<file path="src/pdd_pkg.sv">
// ----------------------------------------------------------------------------
// pdd_pkg
// Types, constants and helper functions of the differential drive controller.
// ----------------------------------------------------------------------------
package pdd_pkg;

    // configuration register indexes
    typedef enum logic [2:0] {
        CFG_PROP  = 3'd0,
        CFG_DERIV = 3'd1,
        CFG_INTEG = 3'd2,
        CFG_LIMIT = 3'd3,
        CFG_SPAN  = 3'd4
    } t_cfg_idx;

    localparam int CFG_IDX_W  = 3;
    localparam int CFG_DATA_W = 16;
    localparam int GAIN_W     = 16;
    localparam int LIMIT_W    = 15;
    localparam int SPAN_W     = 8;
    localparam int BASE_W     = 10;
    localparam int INTEG_W    = 16;
    localparam int DRIVE_W    = 24;   // clamped Q1.22 drive, +/-(1<<22)
    localparam int MPROD_W    = DRIVE_W + SPAN_W + 1;
    localparam int NUM_W      = 34;   // base<<22 plus steering term
    localparam int MOTOR_FRAC = 22;
    localparam int Q_W        = NUM_W - MOTOR_FRAC;
    localparam int DQ_W       = 16;
    localparam int FIELD_W    = 10;
    localparam int CMD_W      = 26;

    localparam logic [GAIN_W-1:0]  PROP_RST  = 16'd1280;
    localparam logic [GAIN_W-1:0]  DERIV_RST = 16'd3072;
    localparam logic [GAIN_W-1:0]  INTEG_RST = 16'd154;
    localparam logic [LIMIT_W-1:0] LIMIT_RST = 15'd6554;
    localparam logic [SPAN_W-1:0]  SPAN_RST  = 8'd70;

    localparam logic signed [DRIVE_W-1:0] ONE_Q22     = 24'sh400000;
    localparam logic signed [DRIVE_W-1:0] NEG_ONE_Q22 = 24'shC00000;

    localparam logic signed [Q_W-1:0] MOTOR_MAX     = 12'sd255;
    localparam logic signed [Q_W-1:0] NEG_MOTOR_MAX = -12'sd255;

    localparam logic [1:0] DIR_FWD = 2'd2;
    localparam logic [1:0] DIR_REV = 2'd0;

    typedef enum logic [1:0] {
        MS_PROP  = 2'd0,
        MS_DERIV = 2'd1,
        MS_INTEG = 2'd2
    } t_mul_sel;

    typedef enum logic [1:0] {
        ACC_HOLD = 2'd0,
        ACC_LOAD = 2'd1,
        ACC_ADD  = 2'd2
    } t_acc_op;

    typedef struct packed {
        logic     load;
        logic     integ;
        logic     mul_en;
        t_mul_sel mul_sel;
        t_acc_op  acc_op;
        logic     clamp;
        logic     motor;
        logic     pack;
    } t_dp_cmd;

    // truncate toward zero, saturate to +/-255, split into direction and magnitude
    function automatic logic [FIELD_W-1:0] motor_field(input logic signed [NUM_W-1:0] num);
        logic signed [Q_W-1:0] q;
        logic signed [Q_W-1:0] m;
        logic signed [Q_W-1:0] neg_m;
        logic [1:0]            dir;
        logic [7:0]            mag;
        q = num[NUM_W-1:MOTOR_FRAC];
        if (num[NUM_W-1] && (num[MOTOR_FRAC-1:0] != '0)) begin
            q = q + 12'sd1;
        end
        if (q > MOTOR_MAX) begin
            m = MOTOR_MAX;
        end else if (q < NEG_MOTOR_MAX) begin
            m = NEG_MOTOR_MAX;
        end else begin
            m = q;
        end
        neg_m = -m;
        if (m < 0) begin
            dir = DIR_REV;
            mag = neg_m[7:0];
        end else begin
            dir = DIR_FWD;
            mag = m[7:0];
        end
        return {dir, mag};
    endfunction

endpackage

</file>
<file path="src/pdd_ctrl.sv">
// ----------------------------------------------------------------------------
// pdd_ctrl
// Sequencer of the controller: steps the datapath through one sample.
// ----------------------------------------------------------------------------
module pdd_ctrl (
    input  logic              i_clk,
    input  logic              i_rst_n,
    input  logic              i_valid,
    output logic              o_stall,
    output logic              o_valid,
    input  logic              i_stall,
    output pdd_pkg::t_dp_cmd  o_cmd
);

    typedef enum logic [3:0] {
        S_IDLE,
        S_INTEG,
        S_MULP,
        S_MULD,
        S_MULI,
        S_SUM,
        S_CLAMP,
        S_MOTOR,
        S_PACK
    } t_state;

    t_state r_state;
    t_state n_state;
    logic   r_out_valid;
    logic   n_out_valid;
    logic   out_free;
    logic   in_xfer;

    assign out_free = !r_out_valid || !i_stall;
    assign in_xfer  = (r_state == S_IDLE) && i_valid;
    assign o_stall  = (r_state != S_IDLE);
    assign o_valid  = r_out_valid;

    always_comb begin
        n_state        = r_state;
        o_cmd          = '0;
        o_cmd.mul_sel  = pdd_pkg::MS_PROP;
        o_cmd.acc_op   = pdd_pkg::ACC_HOLD;
        case (r_state)
            S_IDLE: begin
                o_cmd.load = in_xfer;
                if (in_xfer) begin
                    n_state = S_INTEG;
                end
            end
            S_INTEG: begin
                o_cmd.integ = 1'b1;
                n_state     = S_MULP;
            end
            S_MULP: begin
                o_cmd.mul_en  = 1'b1;
                o_cmd.mul_sel = pdd_pkg::MS_PROP;
                n_state       = S_MULD;
            end
            S_MULD: begin
                o_cmd.mul_en  = 1'b1;
                o_cmd.mul_sel = pdd_pkg::MS_DERIV;
                o_cmd.acc_op  = pdd_pkg::ACC_LOAD;
                n_state       = S_MULI;
            end
            S_MULI: begin
                o_cmd.mul_en  = 1'b1;
                o_cmd.mul_sel = pdd_pkg::MS_INTEG;
                o_cmd.acc_op  = pdd_pkg::ACC_ADD;
                n_state       = S_SUM;
            end
            S_SUM: begin
                o_cmd.acc_op = pdd_pkg::ACC_ADD;
                n_state      = S_CLAMP;
            end
            S_CLAMP: begin
                o_cmd.clamp = 1'b1;
                n_state     = S_MOTOR;
            end
            S_MOTOR: begin
                o_cmd.motor = 1'b1;
                n_state     = S_PACK;
            end
            S_PACK: begin
                // wait until the output register is free
                o_cmd.pack = out_free;
                if (out_free) begin
                    n_state = S_IDLE;
                end
            end
            default: begin
                n_state = S_IDLE;
            end
        endcase
    end

    always_comb begin
        n_out_valid = r_out_valid;
        if (o_cmd.pack) begin
            n_out_valid = 1'b1;
        end else if (r_out_valid && !i_stall) begin
            n_out_valid = 1'b0;
        end
    end

    always_ff @(posedge i_clk) begin
        if (!i_rst_n) begin
            r_state     <= S_IDLE;
            r_out_valid <= 1'b0;
        end else begin
            r_state     <= n_state;
            r_out_valid <= n_out_valid;
        end
    end

endmodule

</file>
<file path="src/pdd_dp.sv">
// ----------------------------------------------------------------------------
// pdd_dp
// Datapath: configuration registers, integrator, shared gain multiplier,
// accumulator, clamp, motor mixing and output register.
// ----------------------------------------------------------------------------
module pdd_dp #(
    parameter int ERROR_WIDTH = 16
) (
    input  logic                                i_clk,
    input  logic                                i_rst_n,
    input  pdd_pkg::t_dp_cmd                    i_cmd,
    input  logic signed [ERROR_WIDTH-1:0]       i_error_in,
    input  logic signed [pdd_pkg::BASE_W-1:0]   i_base_speed,
    input  logic                                i_cfg_we,
    input  logic [pdd_pkg::CFG_IDX_W-1:0]       i_cfg_idx,
    input  logic [pdd_pkg::CFG_DATA_W-1:0]      i_cfg_data,
    output logic [pdd_pkg::CMD_W-1:0]           o_command_word,
    output logic signed [pdd_pkg::DQ_W-1:0]     o_drive_value
);

    localparam int SW  = ((ERROR_WIDTH > pdd_pkg::INTEG_W) ? ERROR_WIDTH
                                                           : pdd_pkg::INTEG_W) + 1;
    localparam int DW  = ERROR_WIDTH + 1;
    localparam int AW  = (DW > pdd_pkg::INTEG_W) ? DW : pdd_pkg::INTEG_W;
    localparam int BW  = pdd_pkg::GAIN_W + 1;
    localparam int PW  = AW + BW;
    localparam int ACW = PW + 2;

    localparam logic signed [ACW-1:0] ONE_ACC     = ACW'(pdd_pkg::ONE_Q22);
    localparam logic signed [ACW-1:0] NEG_ONE_ACC = ACW'(pdd_pkg::NEG_ONE_Q22);

    // configuration
    logic [pdd_pkg::GAIN_W-1:0]  r_prop_gain;
    logic [pdd_pkg::GAIN_W-1:0]  r_deriv_gain;
    logic [pdd_pkg::GAIN_W-1:0]  r_integ_gain;
    logic [pdd_pkg::LIMIT_W-1:0] r_integ_limit;
    logic [pdd_pkg::SPAN_W-1:0]  r_steer_span;

    // loop state
    logic signed [pdd_pkg::INTEG_W-1:0] r_integral;
    logic signed [ERROR_WIDTH-1:0]      r_last_error;

    // per-sample working registers
    logic signed [ERROR_WIDTH-1:0]       r_err;
    logic signed [pdd_pkg::BASE_W-1:0]   r_base;
    logic signed [DW-1:0]                r_diff;
    logic signed [PW-1:0]                r_prod;
    logic signed [ACW-1:0]               r_acc;
    logic signed [pdd_pkg::DRIVE_W-1:0]  r_drive;
    logic signed [pdd_pkg::MPROD_W-1:0]  r_mprod;
    logic signed [pdd_pkg::DQ_W-1:0]     r_dq;
    logic [pdd_pkg::CMD_W-1:0]           r_cmd_word;
    logic signed [pdd_pkg::DQ_W-1:0]     r_drive_out;

    logic signed [SW-1:0]                integ_sum;
    logic signed [SW-1:0]                lim_pos;
    logic signed [SW-1:0]                lim_neg;
    logic signed [pdd_pkg::INTEG_W-1:0]  integ_next;
    logic signed [DW-1:0]                diff_next;
    logic signed [AW-1:0]                mul_a;
    logic [pdd_pkg::GAIN_W-1:0]          gain_sel;
    logic signed [BW-1:0]                mul_b;
    logic signed [pdd_pkg::DRIVE_W-1:0]  drive_next;
    logic signed [pdd_pkg::DRIVE_W-1:0]  drive_rnd;
    logic signed [pdd_pkg::DRIVE_W-1:0]  drive_shr;
    logic signed [pdd_pkg::NUM_W-1:0]    base_sh;
    logic signed [pdd_pkg::NUM_W-1:0]    mprod_ext;
    logic signed [pdd_pkg::NUM_W-1:0]    num_left;
    logic signed [pdd_pkg::NUM_W-1:0]    num_right;
    logic [pdd_pkg::FIELD_W-1:0]         field_left;
    logic [pdd_pkg::FIELD_W-1:0]         field_right;

    // integrator update with clamp to +/- limit
    assign integ_sum = SW'(r_integral) + SW'(r_err);
    assign lim_pos   = $signed({{(SW-pdd_pkg::LIMIT_W){1'b0}}, r_integ_limit});
    assign lim_neg   = -lim_pos;

    always_comb begin
        if (integ_sum > lim_pos) begin
            integ_next = lim_pos[pdd_pkg::INTEG_W-1:0];
        end else if (integ_sum < lim_neg) begin
            integ_next = lim_neg[pdd_pkg::INTEG_W-1:0];
        end else begin
            integ_next = integ_sum[pdd_pkg::INTEG_W-1:0];
        end
    end

    assign diff_next = DW'(r_err) - DW'(r_last_error);

    // shared gain multiplier operand select
    always_comb begin
        case (i_cmd.mul_sel)
            pdd_pkg::MS_PROP: begin
                mul_a    = AW'(r_err);
                gain_sel = r_prop_gain;
            end
            pdd_pkg::MS_DERIV: begin
                mul_a    = AW'(r_diff);
                gain_sel = r_deriv_gain;
            end
            pdd_pkg::MS_INTEG: begin
                mul_a    = AW'(r_integral);
                gain_sel = r_integ_gain;
            end
            default: begin
                mul_a    = '0;
                gain_sel = '0;
            end
        endcase
    end

    assign mul_b = $signed({1'b0, gain_sel});

    // clamp the accumulated sum to +/-1.0 in Q1.22
    always_comb begin
        if (r_acc > ONE_ACC) begin
            drive_next = pdd_pkg::ONE_Q22;
        end else if (r_acc < NEG_ONE_ACC) begin
            drive_next = pdd_pkg::NEG_ONE_Q22;
        end else begin
            drive_next = r_acc[pdd_pkg::DRIVE_W-1:0];
        end
    end

    // Q1.22 to Q1.14 toward zero
    assign drive_rnd = r_drive + (r_drive[pdd_pkg::DRIVE_W-1] ? 24'sd255 : 24'sd0);
    assign drive_shr = drive_rnd >>> 8;

    // motor mixing
    assign base_sh     = $signed({{(pdd_pkg::NUM_W - pdd_pkg::BASE_W - pdd_pkg::MOTOR_FRAC)
                                   {r_base[pdd_pkg::BASE_W-1]}},
                                  r_base, {pdd_pkg::MOTOR_FRAC{1'b0}}});
    assign mprod_ext   = pdd_pkg::NUM_W'(r_mprod);
    assign num_left    = base_sh + mprod_ext;
    assign num_right   = base_sh - mprod_ext;
    assign field_left  = pdd_pkg::motor_field(num_left);
    assign field_right = pdd_pkg::motor_field(num_right);

    always_ff @(posedge i_clk) begin
        if (!i_rst_n) begin
            r_prop_gain   <= pdd_pkg::PROP_RST;
            r_deriv_gain  <= pdd_pkg::DERIV_RST;
            r_integ_gain  <= pdd_pkg::INTEG_RST;
            r_integ_limit <= pdd_pkg::LIMIT_RST;
            r_steer_span  <= pdd_pkg::SPAN_RST;
            r_integral    <= '0;
            r_last_error  <= '0;
        end else begin
            if (i_cfg_we) begin
                case (i_cfg_idx)
                    pdd_pkg::CFG_PROP:  r_prop_gain   <= i_cfg_data;
                    pdd_pkg::CFG_DERIV: r_deriv_gain  <= i_cfg_data;
                    pdd_pkg::CFG_INTEG: r_integ_gain  <= i_cfg_data;
                    pdd_pkg::CFG_LIMIT: r_integ_limit <= i_cfg_data[pdd_pkg::LIMIT_W-1:0];
                    pdd_pkg::CFG_SPAN:  r_steer_span  <= i_cfg_data[pdd_pkg::SPAN_W-1:0];
                    default: begin
                    end
                endcase
            end
            if (i_cmd.integ) begin
                r_integral   <= integ_next;
                r_last_error <= r_err;
            end
        end
    end

    always_ff @(posedge i_clk) begin
        if (i_cmd.load) begin
            r_err  <= i_error_in;
            r_base <= i_base_speed;
        end
        if (i_cmd.integ) begin
            r_diff <= diff_next;
        end
        if (i_cmd.mul_en) begin
            r_prod <= mul_a * mul_b;
        end
        case (i_cmd.acc_op)
            pdd_pkg::ACC_LOAD: r_acc <= ACW'(r_prod);
            pdd_pkg::ACC_ADD:  r_acc <= r_acc + ACW'(r_prod);
            default: begin
            end
        endcase
        if (i_cmd.clamp) begin
            r_drive <= drive_next;
        end
        if (i_cmd.motor) begin
            r_mprod <= r_drive * $signed({1'b0, r_steer_span});
            r_dq    <= drive_shr[pdd_pkg::DQ_W-1:0];
        end
        if (i_cmd.pack) begin
            r_cmd_word  <= {field_left, 6'b0, field_right};
            r_drive_out <= r_dq;
        end
    end

    assign o_command_word = r_cmd_word;
    assign o_drive_value  = r_drive_out;

endmodule

</file>
<file path="src/pid_differential_drive_top.sv">
// ----------------------------------------------------------------------------
// pid_differential_drive_top
// PID steering controller with integrator clamp for a differential drive.
// ----------------------------------------------------------------------------
// Each accepted sample (Q1.14 error, signed base speed) yields one result:
// a packed left/right motor command word and the clamped Q1.14 drive value.
// After its input transfer a sample passes through the integrator step, the
// three gain products running in turn through one shared multiplier, the last
// accumulate, and the clamp, steering product and packing steps, before the
// result stands in the output register. A new sample is taken only once the
// previous one is packed and the block is back in idle. A stalled result at
// the output holds the packing step, and with it the input, until the result
// is taken. The output register holds a finished result while the next sample
// is being worked on. The user must write gains, limit and span through the
// configuration port only while the block is idle; the block itself does not
// enforce this.
module pid_differential_drive_top #(
    parameter int ERROR_WIDTH = 16
) (
    input  logic                                i_clk,
    input  logic                                i_rst_n,
    input  logic                                i_valid,
    output logic                                o_stall,
    input  logic signed [ERROR_WIDTH-1:0]       i_error_in,
    input  logic signed [pdd_pkg::BASE_W-1:0]   i_base_speed,
    output logic                                o_valid,
    input  logic                                i_stall,
    output logic [pdd_pkg::CMD_W-1:0]           o_command_word,
    output logic signed [pdd_pkg::DQ_W-1:0]     o_drive_value,
    input  logic                                i_cfg_we,
    input  logic [pdd_pkg::CFG_IDX_W-1:0]       i_cfg_idx,
    input  logic [pdd_pkg::CFG_DATA_W-1:0]      i_cfg_data
);

    pdd_pkg::t_dp_cmd dp_cmd;

    pdd_ctrl u_ctrl (
        .i_clk   (i_clk),
        .i_rst_n (i_rst_n),
        .i_valid (i_valid),
        .o_stall (o_stall),
        .o_valid (o_valid),
        .i_stall (i_stall),
        .o_cmd   (dp_cmd)
    );

    pdd_dp #(
        .ERROR_WIDTH (ERROR_WIDTH)
    ) u_dp (
        .i_clk          (i_clk),
        .i_rst_n        (i_rst_n),
        .i_cmd          (dp_cmd),
        .i_error_in     (i_error_in),
        .i_base_speed   (i_base_speed),
        .i_cfg_we       (i_cfg_we),
        .i_cfg_idx      (i_cfg_idx),
        .i_cfg_data     (i_cfg_data),
        .o_command_word (o_command_word),
        .o_drive_value  (o_drive_value)
    );

endmodule

</file>
<file path="config.mk">
export PLATFORM = sky130hd
export DESIGN_NAME = pid_differential_drive_top
export DESIGN_NICKNAME = d
export VERILOG_FILES = /design/src/pdd_pkg.sv /design/src/pdd_ctrl.sv /design/src/pdd_dp.sv /design/src/pid_differential_drive_top.sv
export SDC_FILE = /design/constraint.sdc
export NUM_CORES = 2
export LEC_CHECK = 0
export BUFFER_PORTS_ARGS = -buffer_cell sky130_fd_sc_hd__buf_2
export CAP_MARGIN = 15
export CORE_MARGIN = 5
export CORE_UTILIZATION = 65
export CTS_BUF_LIST = sky130_fd_sc_hd__clkbuf_16
export CTS_CLUSTER_SIZE = 8
export DETAILED_ROUTE_END_ITERATION = 10
export GPL_ROUTABILITY_DRIVEN = 0
export PLACE_DENSITY = 0.83
export SLEW_MARGIN = 0
export SYNTH_ARGS = -nofsm -noshare
export SYNTH_HDL_FRONTEND = slang
export SYNTH_HIERARCHICAL = 1
export SYNTH_SLANG_ARGS = --single-unit
</file>
<file path="constraint.sdc">
create_clock -name i_clk -period 8.7 [get_ports i_clk]
set_input_delay 0 -clock i_clk [delete_from_list [all_inputs] [get_ports i_clk]]
set_output_delay 0 -clock i_clk [all_outputs]
set_load 0.01 [all_outputs]
</file>
==> metrics <==
number of iterations in the first detailed-routing pass=6; total number of placement rows=86; global router's overall resource usage=30.06%; maximum clock insertion buffer count=3; number of input and output port buffers inserted=85; status=finished clean; reg-to-reg endpoint=u_dp/r_prod[25]$_DFFE_PP_; count of inserted antenna diode cells=0; post-detailed-placement cell area=roughly 38000 um^2; DPL Wire Length=68.35 mm; Die Footprint=slightly above 60000 um^2; synthesized cell area=36460 um^2; # DRC=0; number of buffers added by the clock tree synthesis step=48; number of nets at the end of the flow=4800; post-route fraction of the period consumed by the critical path=94.67%; worst hold path cell count=4; area added between synthesis and finish=8.802%; clock-pin slew reported for the worst setup and hold paths after clock tree synthesis=0.05 ns; Synth area leader=sky130_fd_sc_hd__fa_1; required time of the critical path=9.04 ns; number of levels the H-tree was split into=2; count of endpoints failing setup in the final report=0; vertical die dimension=246.8 um; top fanout value on the critical path=24; Post-synth ARST share=0%; initial antenna violation count=0; Total Neg Setup Slack=0 ns; area share of the largest cell type after synthesis=23.77%; number of warning messages in the yosys log=6; vias after detailed routing=28452; pin count of the biggest net entering global routing=approximately 110; most frequently used cell type in the post-synthesis netlist=sky130_fd_sc_hd__inv_1; mean instance size in the synthesized netlist=9.304 um^2; launching element type of the critical path=flop; FF+latch count, synth=328; routed wire length=90.15 mm; standard cell core area=55310 um^2; TritonCTS clock tree=yes; class of the tightest hold or removal check=primary input to flop; critical path data arrival time=8.57 ns; Critical-path top delay cell=sky130_fd_sc_hd__o21ai_0; cell type with the highest occurrence count on the critical path=sky130_fd_sc_hd__fa_1; final period demand of the worst path=8.237 ns; remaining max-slew budget at the tightest pin=22.89%; initial core utilization=around two thirds; # IOs=94; Reg2Reg Launch Point=u_ctrl/r_state[2]$_SDFFE_PN0P_; crit path capture type=flop; post-synth cell types=90; floorplan die width=246.8 um; EDFF count, synth=220; vias in the first global route=29975; number of cells on the worst reg-to-reg path=28; overall power of the completed layout=7229 uW; number of vias per cell=5.932; number of max-cap violations=0; Final Skew=about 0.034 ns; GRT overflow=0; number of sinks driven by the clock tree=around 330; cell at the root of the clock tree=sky130_fd_sc_hd__clkbuf_16; Tightest Pin Transition=1.152 ns; hold wc startpoint=i_cfg_idx[1]; detail-routed net length per standard cell=18.80 um; classification of the worst setup path=flop to flop; register area share after synthesis=between 20% and 30%; Post-synth top flop=sky130_fd_sc_hd__edfxtp_1; final number of hold-violating endpoints=0; Commonest cells post-synth=sky130_fd_sc_hd__inv_1, sky130_fd_sc_hd__nand2_1, sky130_fd_sc_hd__fa_1; worst min-delay path endpoint=u_dp/r_deriv_gain[15]$_SDFFE_PN0P_; biggest area contributors in the synthesized netlist=sky130_fd_sc_hd__fa_1, sky130_fd_sc_hd__edfxtp_1, sky130_fd_sc_hd__ha_1; number of DRC markers in iteration 0=roughly 2400; leakage=0.01826 uW; longest individual stage delay on the worst path=0.75 ns; max-slew violation count=0; ratio of cells with drive above 1 in the final layout=between 7 and 8%; setup repair after global routing missed its margin=false; first-pass GRT wire length=148.1 mm; Max IR drop VDD=0.2531 mV; total power per unit cell area=182.2 nW/um^2; worst reg2reg setup slack=0.46 ns; final antenna-violating net count=0; Layout Cell Area excl Fill=between 30000 and 40000 um^2; Fmax=0.1214 GHz; Synth Instances=roughly 3900; Skew-Pair Late Insertion Delay=0.61 ns
## layout by cell type (no fill, tap or decap), types with 15 or more instances in the layout
master,Yosys,layout
sky130_fd_sc_hd__nand3b_1,16,16
sky130_fd_sc_hd__inv_1,654,668
sky130_fd_sc_hd__buf_4,10,55
sky130_fd_sc_hd__and3_1,25,25
sky130_fd_sc_hd__mux2_2,35,35
sky130_fd_sc_hd__o211ai_1,15,15
sky130_fd_sc_hd__o21ai_0,94,94
sky130_fd_sc_hd__or3_1,17,17
sky130_fd_sc_hd__dfxtp_1,108,108
sky130_fd_sc_hd__dlygate4sd3_1,0,48
sky130_fd_sc_hd__nor2b_1,41,41
sky130_fd_sc_hd__edfxtp_1,220,220
sky130_fd_sc_hd__xnor2_1,144,144
sky130_fd_sc_hd__nand3_1,50,50
sky130_fd_sc_hd__o21a_1,33,33
sky130_fd_sc_hd__a21o_1,74,74
sky130_fd_sc_hd__xor2_1,50,50
sky130_fd_sc_hd__and2_1,155,155
sky130_fd_sc_hd__mux2i_1,75,75
sky130_fd_sc_hd__a21oi_1,142,139
sky130_fd_sc_hd__a31oi_1,16,16
sky130_fd_sc_hd__nor2_1,267,262
sky130_fd_sc_hd__clkbuf_16,0,49
sky130_fd_sc_hd__nand2_1,457,457
sky130_fd_sc_hd__a21boi_0,63,62
sky130_fd_sc_hd__ha_1,288,288
sky130_fd_sc_hd__o21bai_1,17,17
sky130_fd_sc_hd__fa_1,433,433
sky130_fd_sc_hd__nor3_1,48,45
sky130_fd_sc_hd__nand4_1,25,25
sky130_fd_sc_hd__buf_2,8,85
sky130_fd_sc_hd__nand2b_1,30,30
## power by group
part | total (uW) | internal (uW) | switching [uW]
sequential | 2010 | 1900 | 106
combinational | 3510 | 1490 | 2020
clock | 1710 | 1000 | 709
## per-stage QoR
step | worst slack [ns] | cells | hold WS, ns | utilization, %
2_1_floorplan | 0.6730 | 3926 | 0.09887 | -
3_3_place_gp | 0.6733 | 4677 | 0.1760 | 68.28
3_5_place_dp | 0.2836 | 4677 | 0.1781 | 68.28
4_1_cts | 0.2875 | 4794 | 0.01083 | 71.62
5_1_grt | 0.05075 | 4796 | 0.07041 | 71.73
6_report | 0.4635 | 4796 | 0.04527 | 71.73
## metal layers
metal  track usage [%]  share of wire (%)
met1             36.23                 37
met2             52.34                 49
met3             5.048                8.0
met4             14.90                5.9
met5            0.5719                  0
## final cells by class
| class | count | area (um^2) |
|---|---|---|
| clock buffers | 49 | 1226 |
| clock inverters | 20 | 142.6 |
| fillers | 3974 | 15640 |
| inverters | 655 | 2462 |
| multi-input cells | 2804 | 24740 |
| flip-flops and latches | 328 | 8768 |
| well taps | 748 | 935.9 |
| repair buffers | 192 | 1398 |
## worst max-delay path, delay by kind of cell, from the launching register on
kind | cells | cell delay, ns
buffers and inverters | 7 | 0.74
AO/OA/AOI/OAI | 7 | 2.12
adder cells (fa/ha/maj) | 7 | 3.42
multiplexers | 1 | 0.13
XOR/XNOR | 1 | 0.10
AND/OR/NAND/NOR | 5 | 0.96
flip-flops | 1 | 0.49
## flip-flops by register name, summed over array words and instances (netlist names)
name	count
u_dp/o_command_word	18
u_dp/r_acc	36
u_dp/r_mprod	33
u_dp/r_steer_span	8
u_dp/r_integ_limit	15
u_dp/r_deriv_gain	16
u_dp/r_prop_gain	16
u_dp/r_last_error	16
u_dp/o_drive_value	16
u_dp/r_dq	16
u_ctrl/r_state	4
u_dp/r_drive	24
u_dp/r_prod	34
u_dp/r_base	10
u_dp/r_diff	17
u_dp/r_integral	16
u_dp/r_err	16
u_ctrl/o_valid	1
u_dp/r_integ_gain	16
## how the worst max path moves through the flow
stage | depth (start not counted) | to | slack (ns) | startpoint
floorplan | 28 | u_dp/r_prod[33]$_DFFE_PP_ | 0.67 | u_ctrl/r_state[3]$_SDFFE_PN0P_
detailed placement | 26 | u_dp/r_prod[33]$_DFFE_PP_ | 0.28 | u_ctrl/r_state[1]$_SDFFE_PN0P_
global route | 26 | u_dp/r_prod[32]$_DFFE_PP_ | 0.05 | u_ctrl/r_state[1]$_SDFFE_PN0P_
finish | 28 | u_dp/r_prod[25]$_DFFE_PP_ | 0.46 | u_ctrl/r_state[2]$_SDFFE_PN0P_
global placement | 26 | u_dp/r_prod[33]$_DFFE_PP_ | 0.67 | u_ctrl/r_state[1]$_SDFFE_PN0P_
CTS | 26 | u_dp/r_prod[33]$_DFFE_PP_ | 0.29 | u_ctrl/r_state[1]$_SDFFE_PN0P_
## cells by family (layout without fill, tap and decap cells)
group	after synthesis	in the layout	synth area share (%)
XOR/XNOR	194	194	4.660
flip-flops	328	328	24.05
AND/OR/NAND/NOR	1202	1202	15.72
multiplexers	110	110	3.140
AO/OA/AOI/OAI	569	569	10.42
buffers and inverters	794	916	8.352
adder cells (fa/ha/maj)	721	721	33.66
other	1	8	0.01028
## repair_timing
| action | in CTS | in global routing |
|---|---|---|
| hold buffers | 48 | 0 |
| resized for setup | 0 | 6 |
| endpoints found under the hold margin | 100 | 0 |
| setup buffers | 0 | 0 |
| setup endpoints to repair | 0 | 5 |
Power figures use the tool's default switching activity.
